==> config.mk <==
export PLATFORM = sky130hd
export DESIGN_NAME = multilevel_queue_scheduler
export DESIGN_NICKNAME = d
export VERILOG_FILES = /design/src/msq_pkg.sv /design/src/msq_ram.sv /design/src/msq_pick.sv /design/src/multilevel_queue_scheduler.sv
export SDC_FILE = /design/constraint.sdc
export NUM_CORES = 1
export LEC_CHECK = 0
export BUFFER_PORTS_ARGS = -buffer_cell sky130_fd_sc_hd__buf_2
export CORE_ASPECT_RATIO = 0.9
export CORE_MARGIN = 3
export CORE_UTILIZATION = 45
export DETAILED_ROUTE_END_ITERATION = 16
export PLACE_DENSITY_LB_ADDON = 0.2
export SYNTH_ARGS = -nofsm -noshare
export SYNTH_HDL_FRONTEND = slang
export SYNTH_SLANG_ARGS = --single-unit
==> constraint.sdc <==
create_clock -name clk -period 6.5 [get_ports clk]
set_input_delay 0.65 -clock clk [delete_from_list [all_inputs] [get_ports clk]]
set_output_delay 0.65 -clock clk [all_outputs]
set_load 0.05 [all_outputs]
==> src/msq_pkg.sv <==
// ---------------------------------------------------------------------------
// msq_pkg
// Shared types and constants of the multilevel queue scheduler
// ---------------------------------------------------------------------------
package msq_pkg;

  // fixed field widths
  localparam int CLOCK_W  = 20;
  localparam int PNUM_W   = 5;
  localparam int QUANT_W  = 16;
  localparam int LOAD_W   = 16;

  localparam logic [QUANT_W-1:0] QUANTUM_RESET = 16'd4;

  // input opcodes
  typedef enum logic [1:0] {
    OP_LOAD  = 2'd0,
    OP_STEP  = 2'd1,
    OP_CLEAR = 2'd2,
    OP_SPARE = 2'd3
  } opcode_t;

  // result status codes
  typedef enum logic [2:0] {
    ST_LOADED  = 3'd0,
    ST_FULL    = 3'd1,
    ST_SLICE   = 3'd2,
    ST_DONE    = 3'd3,
    ST_NONE    = 3'd4,
    ST_CLEARED = 3'd5
  } status_t;

  // sequencer states
  typedef enum logic {
    S_IDLE,
    S_EXEC
  } state_t;

  // search flags from the pending-bit unit
  typedef struct packed {
    logic ahead;   // high entry pending at or after the cursor
    logic any_hi;  // any high entry pending
    logic any_lo;  // any low entry pending
  } pick_t;

endpackage

==> src/msq_ram.sv <==
// ---------------------------------------------------------------------------
// msq_ram
// Generic single-port-write, single-port-read RAM with registered read data
// ---------------------------------------------------------------------------
module msq_ram #(
  parameter int WIDTH = 16,
  parameter int DEPTH = 16,
  parameter int AW    = (DEPTH > 1) ? $clog2(DEPTH) : 1
) (
  input  logic             clk,
  input  logic             we,
  input  logic [AW-1:0]    waddr,
  input  logic [WIDTH-1:0] wdata,
  input  logic             re,
  input  logic [AW-1:0]    raddr,
  output logic [WIDTH-1:0] rdata
);

  logic [WIDTH-1:0] mem [DEPTH];

  // write port
  always_ff @(posedge clk) begin
    if (we) begin
      mem[waddr] <= wdata;
    end
  end

  // registered read, holds while re is low
  always_ff @(posedge clk) begin
    if (re) begin
      rdata <= mem[raddr];
    end
  end

endmodule

==> src/msq_pick.sv <==
// ---------------------------------------------------------------------------
// msq_pick
// Pending bits per slot and class, with find-first search for the scheduler
// ---------------------------------------------------------------------------
module msq_pick #(
  parameter int MAX_PROCS = 16,
  parameter int IDX_W     = (MAX_PROCS > 1) ? $clog2(MAX_PROCS) : 1,
  parameter int CNT_W     = $clog2(MAX_PROCS + 1)
) (
  input  logic                 clk,
  input  logic                 rst,
  input  logic [CNT_W-1:0]     cursor,
  input  logic                 set_en,
  input  logic [IDX_W-1:0]     set_idx,
  input  logic                 set_hi,
  input  logic                 set_live,
  input  logic                 done_en,
  input  logic [IDX_W-1:0]     done_idx,
  input  logic                 clr_all,
  output msq_pkg::pick_t       flags,
  output logic [IDX_W-1:0]     ahead_idx,
  output logic [IDX_W-1:0]     hi_idx,
  output logic [IDX_W-1:0]     lo_idx
);

  import msq_pkg::*;

  logic [MAX_PROCS-1:0] pend_hi;
  logic [MAX_PROCS-1:0] pend_lo;
  logic [MAX_PROCS-1:0] ahead_vec;

  // pending bits: set on load, cleared on completion or table clear
  always_ff @(posedge clk) begin
    if (rst || clr_all) begin
      pend_hi <= '0;
      pend_lo <= '0;
    end else begin
      if (set_en) begin
        pend_hi[set_idx] <= set_hi & set_live;
        pend_lo[set_idx] <= ~set_hi & set_live;
      end
      if (done_en) begin
        pend_hi[done_idx] <= 1'b0;
        pend_lo[done_idx] <= 1'b0;
      end
    end
  end

  // high entries at or after the cursor
  always_comb begin
    for (int k = 0; k < MAX_PROCS; k++) begin
      ahead_vec[k] = pend_hi[k] && (CNT_W'(k) >= cursor);
    end
  end

  // priority encoders, lowest index wins
  always_comb begin
    ahead_idx = '0;
    hi_idx    = '0;
    lo_idx    = '0;
    for (int k = MAX_PROCS - 1; k >= 0; k--) begin
      if (ahead_vec[k]) ahead_idx = IDX_W'(k);
      if (pend_hi[k])   hi_idx    = IDX_W'(k);
      if (pend_lo[k])   lo_idx    = IDX_W'(k);
    end
  end

  assign flags.ahead  = |ahead_vec;
  assign flags.any_hi = |pend_hi;
  assign flags.any_lo = |pend_lo;

endmodule

==> src/multilevel_queue_scheduler.sv <==
// ---------------------------------------------------------------------------
// multilevel_queue_scheduler
// Process table with round robin high class and first-come low class
// ---------------------------------------------------------------------------
// Input stream s_*: tuser carries the opcode (load, step, clear), tdata the
// burst length and class of a load. Every accepted item yields exactly one
// result on the output stream m_*: tuser is the status, tdata the one-based
// process number, the queue used and the accumulated end time.
// A separate write port (cfg_wen, cfg_wdata) sets the quantum; write it only
// while no item is in flight.
// Sequence: an item is taken in the idle state; the execute state then runs it
// and loads the output register, and no new item is taken until that is
// done. This sequence comes from the remaining-time RAM: the slot chosen by
// the pending-bit search is read when the item is taken and written back
// when it executes.
// When the receiver stalls, the finished result waits in the output
// register and the execute cycle holds until it is taken.
// Reset empties the table, zeroes the time and restores a quantum of 4;
// the RAM needs no clearing pass, since read data is used only for loaded slots.
// ---------------------------------------------------------------------------
module multilevel_queue_scheduler #(
  parameter int MAX_PROCS  = 16,
  parameter int BURST_BITS = 16
) (
  input  logic        clk,
  input  logic        rst,
  // configuration: quantum
  input  logic        cfg_wen,
  input  logic [15:0] cfg_wdata,
  // input stream
  input  logic        s_tvalid,
  output logic        s_tready,
  input  logic [23:0] s_tdata,   // [15:0] burst_length, [16] high_class, rest zero
  input  logic [1:0]  s_tuser,   // [1:0] opcode
  // output stream
  output logic        m_tvalid,
  input  logic        m_tready,
  output logic [31:0] m_tdata,   // [4:0] process_number, [5] queue_used, [25:6] end_time
  output logic [2:0]  m_tuser    // [2:0] status
);

  import msq_pkg::*;

  localparam int IDX_W = (MAX_PROCS > 1) ? $clog2(MAX_PROCS) : 1;
  localparam int CNT_W = $clog2(MAX_PROCS + 1);
  localparam int CMP_W = (BURST_BITS > QUANT_W) ? BURST_BITS : QUANT_W;
  localparam int EXT_W = (CMP_W > LOAD_W) ? CMP_W : LOAD_W;
  localparam int SUM_W = (CMP_W > CLOCK_W) ? CMP_W : CLOCK_W;

  state_t state, state_next;

  // control state
  logic [CNT_W-1:0]   entry_count;
  logic [CNT_W-1:0]   cursor;
  logic [CLOCK_W-1:0] clock_time;
  logic [QUANT_W-1:0] quantum;

  // item held between accept and execute
  logic               step_hit;
  logic               step_low;
  logic [IDX_W-1:0]   sel_idx;
  status_t            stage_status;
  logic [PNUM_W-1:0]  stage_pnum;
  logic               stage_queue;
  logic [CLOCK_W-1:0] stage_time;

  // output register
  status_t            out_status;
  logic [PNUM_W-1:0]  out_pnum;
  logic               out_queue;
  logic [CLOCK_W-1:0] out_time;

  // handshake and decode
  logic               accept;
  logic               commit;
  opcode_t            op;
  logic [LOAD_W-1:0]  in_burst;
  logic               in_hi;
  logic [EXT_W-1:0]   burst_ext;
  logic [BURST_BITS-1:0] burst_fit;
  logic               full;
  logic               do_load;

  // search result
  pick_t              flags;
  logic [IDX_W-1:0]   ahead_idx;
  logic [IDX_W-1:0]   hi_idx;
  logic [IDX_W-1:0]   lo_idx;
  logic               pick_hit;
  logic               pick_low;
  logic [IDX_W-1:0]   pick_idx;

  // execute datapath
  logic [BURST_BITS-1:0] ram_rdata;
  logic                  ram_we;
  logic [IDX_W-1:0]      ram_waddr;
  logic [BURST_BITS-1:0] ram_wdata;
  logic [QUANT_W-1:0]    q_eff;
  logic [CMP_W-1:0]      r_ext;
  logic [CMP_W-1:0]      q_ext;
  logic                  finished;
  logic [CMP_W-1:0]      slice;
  logic [CMP_W-1:0]      r_left;
  logic [CLOCK_W-1:0]    clock_next;
  logic [IDX_W:0]        sel_num;

  assign op        = opcode_t'(s_tuser);
  assign in_burst  = s_tdata[LOAD_W-1:0];
  assign in_hi     = s_tdata[LOAD_W];
  assign burst_ext = EXT_W'(in_burst);
  assign burst_fit = burst_ext[BURST_BITS-1:0];
  assign full      = (entry_count == CNT_W'(MAX_PROCS));
  assign accept    = s_tvalid && s_tready;
  assign do_load   = accept && (op == OP_LOAD) && !full;

  // next state
  always_comb begin
    state_next = state;
    unique case (state)
      S_IDLE: if (accept) state_next = S_EXEC;
      S_EXEC: if (commit) state_next = S_IDLE;
      default: state_next = S_IDLE;
    endcase
  end

  // sequencer outputs
  always_comb begin
    s_tready = 1'b0;
    commit   = 1'b0;
    unique case (state)
      S_IDLE: s_tready = 1'b1;
      S_EXEC: commit   = !m_tvalid || m_tready;
      default: ;
    endcase
  end

  always_ff @(posedge clk) begin
    if (rst) begin
      state <= S_IDLE;
    end else begin
      state <= state_next;
    end
  end

  // pending-bit search unit
  msq_pick #(
    .MAX_PROCS (MAX_PROCS),
    .IDX_W     (IDX_W),
    .CNT_W     (CNT_W)
  ) u_pick (
    .clk       (clk),
    .rst       (rst),
    .cursor    (cursor),
    .set_en    (do_load),
    .set_idx   (entry_count[IDX_W-1:0]),
    .set_hi    (in_hi),
    .set_live  (burst_fit != '0),
    .done_en   (commit && step_hit && finished),
    .done_idx  (sel_idx),
    .clr_all   (accept && (op == OP_CLEAR)),
    .flags     (flags),
    .ahead_idx (ahead_idx),
    .hi_idx    (hi_idx),
    .lo_idx    (lo_idx)
  );

  // choose the slot: ahead of cursor, else wrap to a new pass, else low class
  always_comb begin
    pick_hit = 1'b1;
    pick_low = 1'b0;
    pick_idx = ahead_idx;
    if (flags.ahead) begin
      pick_idx = ahead_idx;
    end else if (flags.any_hi) begin
      pick_idx = hi_idx;
    end else if (flags.any_lo) begin
      pick_idx = lo_idx;
      pick_low = 1'b1;
    end else begin
      pick_hit = 1'b0;
    end
  end

  // remaining-time memory
  always_comb begin
    if (state == S_IDLE) begin
      ram_we    = do_load;
      ram_waddr = entry_count[IDX_W-1:0];
      ram_wdata = burst_fit;
    end else begin
      ram_we    = commit && step_hit;
      ram_waddr = sel_idx;
      ram_wdata = r_left[BURST_BITS-1:0];
    end
  end

  msq_ram #(
    .WIDTH (BURST_BITS),
    .DEPTH (MAX_PROCS),
    .AW    (IDX_W)
  ) u_remaining (
    .clk   (clk),
    .we    (ram_we),
    .waddr (ram_waddr),
    .wdata (ram_wdata),
    .re    (accept && (op == OP_STEP)),
    .raddr (pick_idx),
    .rdata (ram_rdata)
  );

  // slice arithmetic on the read-back remaining time
  assign q_eff      = (quantum == '0) ? QUANT_W'(1) : quantum;
  assign r_ext      = CMP_W'(ram_rdata);
  assign q_ext      = CMP_W'(q_eff);
  assign finished   = step_low || (r_ext <= q_ext);
  assign slice      = finished ? r_ext : q_ext;
  assign r_left     = finished ? '0 : (r_ext - q_ext);
  assign clock_next = CLOCK_W'(SUM_W'(clock_time) + SUM_W'(slice));
  assign sel_num    = {1'b0, sel_idx} + (IDX_W + 1)'(1);

  // quantum register
  always_ff @(posedge clk) begin
    if (rst) begin
      quantum <= QUANTUM_RESET;
    end else if (cfg_wen) begin
      quantum <= cfg_wdata;
    end
  end

  // table bookkeeping
  always_ff @(posedge clk) begin
    if (rst) begin
      entry_count <= '0;
      cursor      <= '0;
      clock_time  <= '0;
    end else if (accept) begin
      case (op)
        OP_LOAD: begin
          if (!full) entry_count <= entry_count + CNT_W'(1);
        end
        OP_STEP: begin
          if (pick_hit && !pick_low) begin
            cursor <= CNT_W'(pick_idx) + CNT_W'(1);
          end else begin
            cursor <= '0;
          end
        end
        OP_CLEAR: begin
          entry_count <= '0;
          cursor      <= '0;
          clock_time  <= '0;
        end
        default: ;
      endcase
    end else if (commit && step_hit) begin
      clock_time <= clock_next;
    end
  end

  // stage the item between accept and execute
  always_ff @(posedge clk) begin
    if (rst) begin
      step_hit <= 1'b0;
    end else if (accept) begin
      step_hit <= (op == OP_STEP) && pick_hit;
    end
  end

  always_ff @(posedge clk) begin
    if (accept) begin
      step_low     <= pick_low;
      sel_idx      <= pick_idx;
      stage_status <= ST_NONE;
      stage_pnum   <= '0;
      stage_queue  <= 1'b0;
      stage_time   <= clock_time;
      case (op)
        OP_LOAD: begin
          if (full) begin
            stage_status <= ST_FULL;
          end else begin
            stage_status <= ST_LOADED;
            stage_pnum   <= PNUM_W'(entry_count + CNT_W'(1));
            stage_queue  <= ~in_hi;
          end
        end
        OP_CLEAR: begin
          stage_status <= ST_CLEARED;
          stage_time   <= '0;
        end
        default: ;
      endcase
    end
  end

  // output register
  always_ff @(posedge clk) begin
    if (rst) begin
      m_tvalid <= 1'b0;
    end else if (commit) begin
      m_tvalid <= 1'b1;
    end else if (m_tready) begin
      m_tvalid <= 1'b0;
    end
  end

  always_ff @(posedge clk) begin
    if (commit) begin
      if (step_hit) begin
        out_status <= finished ? ST_DONE : ST_SLICE;
        out_pnum   <= PNUM_W'(sel_num);
        out_queue  <= step_low;
        out_time   <= clock_next;
      end else begin
        out_status <= stage_status;
        out_pnum   <= stage_pnum;
        out_queue  <= stage_queue;
        out_time   <= stage_time;
      end
    end
  end

  assign m_tuser = out_status;
  assign m_tdata = {6'd0, out_time, out_queue, out_pnum};

endmodule

* Yosys cells after proc, flatten, opt, wreduce, memory -nomap -nowiden
Memory sizes are Yosys's and may differ from the RTL's. A register that Yosys moved wholly into a read port is not among the register bits.
Cells that the tools add are included.
** Word-level totals
- Memory bits (read-only) :: 0
- Input port bits :: 47
- Bits in writable memories :: 256
- Memories kept :: 1
- Bits in registers :: 144
- Latch bits :: 0
- Word-level logic and storage cells :: 201
- Output and inout port bits :: 37
** Memory list
- u_remaining.mem :: words 16, width 16, rd ports 1, clocked after memory_dff 1, wr ports 1, RTL line msq_ram.sv:19 : logic [WIDTH-1:0] mem [DEPTH];
** Operators by class
- Add/sub/neg operators :: 5
- Div/mod/pow operators :: 0
- Shift operators :: 0
- Equality and inequality tests :: 4
- Magnitude comparators :: 21
- Reductions and logical operators :: 46
- Multipliers :: 0
- Muxes and demuxes :: 97
- Bitwise operators :: 8
** Operators by type and width (number)
- 4-bit two-way mux :: 52
- 16-bit two-way mux :: 10
- 20-bit two-way mux :: 4
- 16-bit OR reduction :: 3
- 4-bit by 5-bit >= comparator with 1-bit output (first input constant) :: 8
- 16-bit AND :: 2
- 16-bit bitwise mux :: 2
- 1-bit logical AND :: 27
- 20-bit by 16-bit adder with 20-bit output :: 1
- 3-bit by 5-bit >= comparator with 1-bit output (first input constant) :: 4
- 5-bit one-hot mux with 2 select lines :: 2
- 1-bit two-way mux :: 19
- 16-bit less-or-equal comparator :: 1
- 16-bit zero test :: 1
- 16-bit NOT :: 1
- 16-bit nonzero test :: 1
- 16-bit subtractor :: 1
- 5-bit two-way mux :: 3
- 4-bit by 1-bit adder with 5-bit output (second input constant) :: 2
- 1-bit by 5-bit >= comparator with 1-bit output (first input constant) :: 2
- 2-bit by 5-bit >= comparator with 1-bit output (first input constant) :: 2
- 4-bit by 5-bit less-than comparator with 1-bit output (second input constant) :: 2
- 1-bit demux with 4-bit select :: 2
- 4-bit by 1-bit >= comparator with 1-bit output (second input constant) :: 2
- 17 further kinds :: 27

* Longest topological paths before layout
- Depth after elaboration :: 24
- Depth in mapped cells :: 28

* Modules after synthesis
Synthesis repeated with hierarchy kept, for this count alone.
** Second synthesis, totals
- Cell total of the unflattened synthesis :: 1447
- Area total of the unflattened synthesis :: 19043.3 um2
** By module, submodules not included
- msq_ram :: instances 1, area each 10202.3 um2, cells each 432, seq. area each 8167.8 um2
- multilevel_queue_scheduler :: instances 1, area each 6645.1 um2, cells each 711, seq. area each 2842.7 um2
- msq_pick :: instances 1, area each 2195.9 um2, cells each 304, seq. area each 640.6 um2

* Worst setup path before layout
Ideal clock, no wire load.
- Path kind :: register to register
- From :: register quantum[11]
- To :: register out_time[16], data pin
- Setup time :: 0.260 ns
- Cell stages (with the launch flop) :: 25
- Period minus slack after synthesis :: 5.300 ns
- Arrival :: 5.040 ns
- Path slack :: 1.200 ns
- Cell sequence :: dfxtp_1 nor3_1 a41o_1 ha_1 inv_1 fa_1 a21oi_1 o21bai_1 nand2_1 a211oi_1 nor2_1 a21oi_1 a211oi_1 nor3_2 clkbuf_1 mux2_2 fa_1 a21o_1 a21oi_1 o21bai_1 a41oi_1 o21ai_0 o41a_1 xor2_1 mux2_2
** Between the ends
- Word-level cells in the longest chain between the ends :: 7
** Ends and longest elaborated chain
- start: declaration :: RTL line multilevel_queue_scheduler.sv:56 : logic [QUANT_W-1:0] quantum;
- start signal: assignment :: RTL line multilevel_queue_scheduler.sv:226 : quantum <= cfg_wdata;
- 16-bit zero test :: RTL line multilevel_queue_scheduler.sv:212 : assign q_eff = (quantum == '0) ? QUANT_W'(1) : quantum;
- 16-bit two-way mux (*) :: RTL line multilevel_queue_scheduler.sv:212
- 16-bit less-or-equal comparator :: RTL line multilevel_queue_scheduler.sv:215 : assign finished = step_low || (r_ext <= q_ext);
- 1-bit logical OR :: RTL line multilevel_queue_scheduler.sv:215
- 16-bit two-way mux (*) :: RTL line multilevel_queue_scheduler.sv:216 : assign slice = finished ? r_ext : q_ext;
- 20-bit by 16-bit adder with 20-bit output (*) :: RTL line multilevel_queue_scheduler.sv:218 : assign clock_next = CLOCK_W'(SUM_W'(clock_time) + SUM_W'(slice));
- 20-bit two-way mux (*) :: RTL line multilevel_queue_scheduler.sv:309 : if (step_hit) begin
- end signal: assignment :: RTL line multilevel_queue_scheduler.sv:313 : out_time <= clock_next;
- end signal: assignment :: RTL line multilevel_queue_scheduler.sv:318 : out_time <= stage_time;
- end: declaration :: RTL line multilevel_queue_scheduler.sv:71 : logic [CLOCK_W-1:0] out_time;
Every way passes the cells marked *; elsewhere a longest branch is shown, timed or not.
A chain may end at the register's enable or synchronous reset.

* Worst setup path in the final report
- From :: register quantum[15]
- To :: register out_time[16], data pin
The elaborated chain is that of the path after synthesis.

==> results by stage <==
Route:
- The average vias per placed instance is 5.79.
- In this run the remaining antenna-violating nets after routing total 0.
- The DRC violation count after routing is 0.
- The detailed router finished its first iteration with 1054 violations.
- The total iterations of the first detailed-routing run is 5.
- Dividing the detail-routed wire length by the instance count gives 21.6 um.
- The final layout contains routed wiring with a total length of 46.8 mm.
- The detailed router placed 12510 vias in this run.

Outcome:
- The run finished with clean final reports.

Logic synthesis:
- Averaged over all synthesized cells, the footprint is 12.9 um2.
- After synthesis, the netlist uses between 80 and 90 different library cells.
- The gate count after technology mapping is around 1500.
- Synthesis inferred 415 register bits.
- The proportion of synthesized flip-flops having asynchronous set or reset is 0%.
- The dominant cell type by area after synthesis is edfxtp_1.
- The sequential cell area fraction in the yosys report is 59.6%.
- The most used flip-flop cell after synthesis is edfxtp_1.
- In the post-synthesis netlist, the biggest area contributors are edfxtp_1, mux2i_1, dfxtp_1.
- The mapped cell area is 19600 um2.
- The Yosys step of the flow raised 0 warnings.
- In this run, synthesis inferred 334 flip-flops with an integrated enable.
- The top cell type's share of synthesized area is 51.3%.

Placed design:
- The count of buffers from port buffering is 70.
- The worst slack after detailed placement is approximately 0.52 ns.
- Once placement completed, the tool counted placed cells totaling 2087.
- At the end of routability-driven placement, the weighted congestion stood at 0.844.
- The post-DP HPWL is 30.2 mm.

Final layout:
- Excluding fillers, the count of instances in the completed layout stands at 2161.
- The number of nets in the layout is between 1500 and 2000.
- In the layout the commonest cells are edfxtp_1, mux2i_1, nor2_1.
- The layout filler cell count is roughly 3600.
- The area growth from synthesis to layout is 10.9%.
- The repair_antennas step left the layout with diodes totalling 0.
- Of the cells placed in the final design, the portion with a size suffix greater than 1 is between 10% and 20%.
- The leading cell type in the layout, fill and taps excluded is edfxtp_1.

Worst setup path:
- The worst setup path is launched from a flip-flop.
- By startpoint and endpoint, the worst setup path is classified as reg -> reg.
- The required time of the critical path is between 6 and 7 ns.
- For this design, the slowest cell found on the critical path is fa_1.
- Data on the critical path arrives at its endpoint at 6.26 ns.
- In this design, the stage delay of the slowest critical-path cell is 0.41 ns.
- In this run the worst path has a maximum fanout of 4.
- The endpoint type of the worst setup path is a flip-flop.

Timing:
- The hold violation total from the final report is 0.
- The final critical delay including setup and external delays is 5.96 ns.
- The worst-margin pin slew is between 1 and 1.5 ns.
- The worst path uses 91.7% of the clock period.
- The setup violation total in the final timing report is 0.
- After layout, the worst setup slack is 0.541 ns.
- In this run the tightest slew margin relative to its limit is 19.2%.
- Setup repair after global routing left no endpoint under its margin.
- The final total negative setup slack is 0 ns.
- The worst clock skew is 0.0454 ns.
- Static timing analysis puts the maximum clock frequency at around 170 MHz.
- The number of pins with negative max-slew slack in the final report is 0.

Floorplan:
- The chip width is approximately 230 um.
- The die extent in y is between 200 and 250 um.
- The row count is between 70 and 80.
- The initial utilization of the core area, before any placement, comes to between 40% and 50%.
- The total area inside the core boundary comes to between 40000 and 50000 um2.
- The top-level port count is 84.
- The die covers 46000 um2.

GRT:
- Entering global routing, the biggest net connects 61 pins.
- After global routing the overflow that remains totals 0.
- The number of global-route vias before repair was 11906.
- The first-pass GRT wire length is slightly above 70 mm.
- Across every metal layer, demand over resource in global routing totals 20.1%.
- The number of antenna violations at the first check in global routing was 1.

Hold path:
- The min-delay analysis places its worst path in the category in -> reg.

CTS:
- The total CTS buffers is 42.
- The later pin in the worst-skew pair is clocked with a latency of 0.57 ns.
- The tree built by TritonCTS fans out to 415 sinks.
- The cell chosen for the clock root is clkbuf_16.
- The TritonCTS clock tree is built.
- The number of buffers on the longest clock path is 3.
- The clock transition at the register clock pins on the worst setup and hold paths after CTS is 0.06 ns.
- The number of hold-repair buffers added at the cts stage is 0.
- The number of H-tree branching levels is 2.

Run:
- The max-cap violation count is 0.

Pwr:
- The total leakage power is 7.21 nW.
- The maximum vdd ir drop is roughly 240 uV.
- For this design the ratio of total power to cell area is 259 nW/um2.
## state kept, by name, summed over array words and instances, names as in the netlist, 16 cells and up
name / count
stage_time: 20
clock_time: 20
u_remaining.mem: 256
u_pick.pend_lo: 16
u_pick.pend_hi: 16
u_remaining.rdata: 16
out_time: 20
quantum: 16
## cells by family (layout without fill, tap and decap cells)
family / after synthesis / after routing / synth area share (%)
other: 1 / 6 / 0.0192
muxes: 243 / 243 / 12.7
and+or+nand+nor: 347 / 347 / 8.81
adders and majority gates: 47 / 47 / 3.08
AOI/OAI and AO/OA: 284 / 284 / 10.4
DFF: 415 / 415 / 59.6
buffers and inverters: 144 / 236 / 3.87
xor gates and xnor gates: 36 / 36 / 1.61
## stage by stage
step                      utilization (%)  instance area, um2  hold WS, ns  power [mW]
after floorplan                         -               19600        0.462        3.32
after global routing                 51.2               21700        0.321        5.82
after global placement               48.2               20400        0.493        3.46
after detailed placement             48.2               20400        0.503        3.47
final                                51.2               21700        0.322        5.63
after CTS                            51.2               21700        0.305        5.67
## worst max-delay path, delay by kind of cell (launching register included)
family / cells / cell delay (ns)
compound gates: 13 / 2.78
fa+ha+maj: 4 / 1.22
simple gates: 5 / 0.86
flops: 1 / 0.34
mux: 1 / 0.26
xor+xnor: 1 / 0.17
buf+inv: 1 / 0.06
## routing by layer
layer	share of wire [%]	vias to the layer above	wire length, um	track usage [%]
met5	0	-	0	0
met4	2.3	0	1090	5.83
met3	5.9	76	2750	2.92
met2	45	365	20900	30.7
met1	47	6179	22000	30.0
li1	-	5890	-	-
## power breakdown
group          internal (mW)  switching, mW  leakage [nW]
registers               2.94         0.0204          3.72
logic                  0.137          0.319          2.87
clock network           1.20           1.01         0.609
total                   4.28           1.35          7.21
## area by class of cell
class                      instances  area, um2  area share [%]
timing repair buffer             105        629            2.90
clock buffer                      52       1090            5.02
tap                              547        684            3.15
clock inverter                    22        170           0.784
multi-input combinational        963       7260            33.4
sequential                       415      11700            53.7
inverter                          57        214           0.986
## synth_stat cells (8+ instances only)
cell type / count
a21o_1: 12
xor2_1: 14
mux2_2: 34
buf_1: 10
buf_8: 9
a21oi_1: 70
o221ai_1: 32
o21ai_0: 30
nor2b_1: 38
inv_1: 53
and2_1: 8
nand2_1: 45
o22ai_1: 17
ha_1: 45
a311oi_1: 36
clkbuf_1: 38
nand2b_1: 14
mux2i_1: 209
o31ai_1: 8
a22oi_1: 20
nand3_1: 29
buf_2: 10
xnor2_1: 22
nor2_1: 142
edfxtp_1: 334
nor3_1: 22
buf_4: 14
nor4_1: 9
dfxtp_1: 81
## final timing paths
path | from | to | slack, ns | cells past startpoint
worst max-delay path | quantum[15] | out_time[16] | 0.54 | 25
worst min-delay path | cfg_wdata[12] | quantum[12] | 0.32 | 3
worst max register to register | quantum[15] | out_time[16] | 0.54 | 25
worst min register to register | quantum[0] | quantum[0] | 0.51 | 2
## what timing repair did
action,CTS,global route
endpoints found under the setup margin,0,3
resized for setup,0,3
setup buffers,0,0
Note: power is estimated with default switching activity, not from simulation.
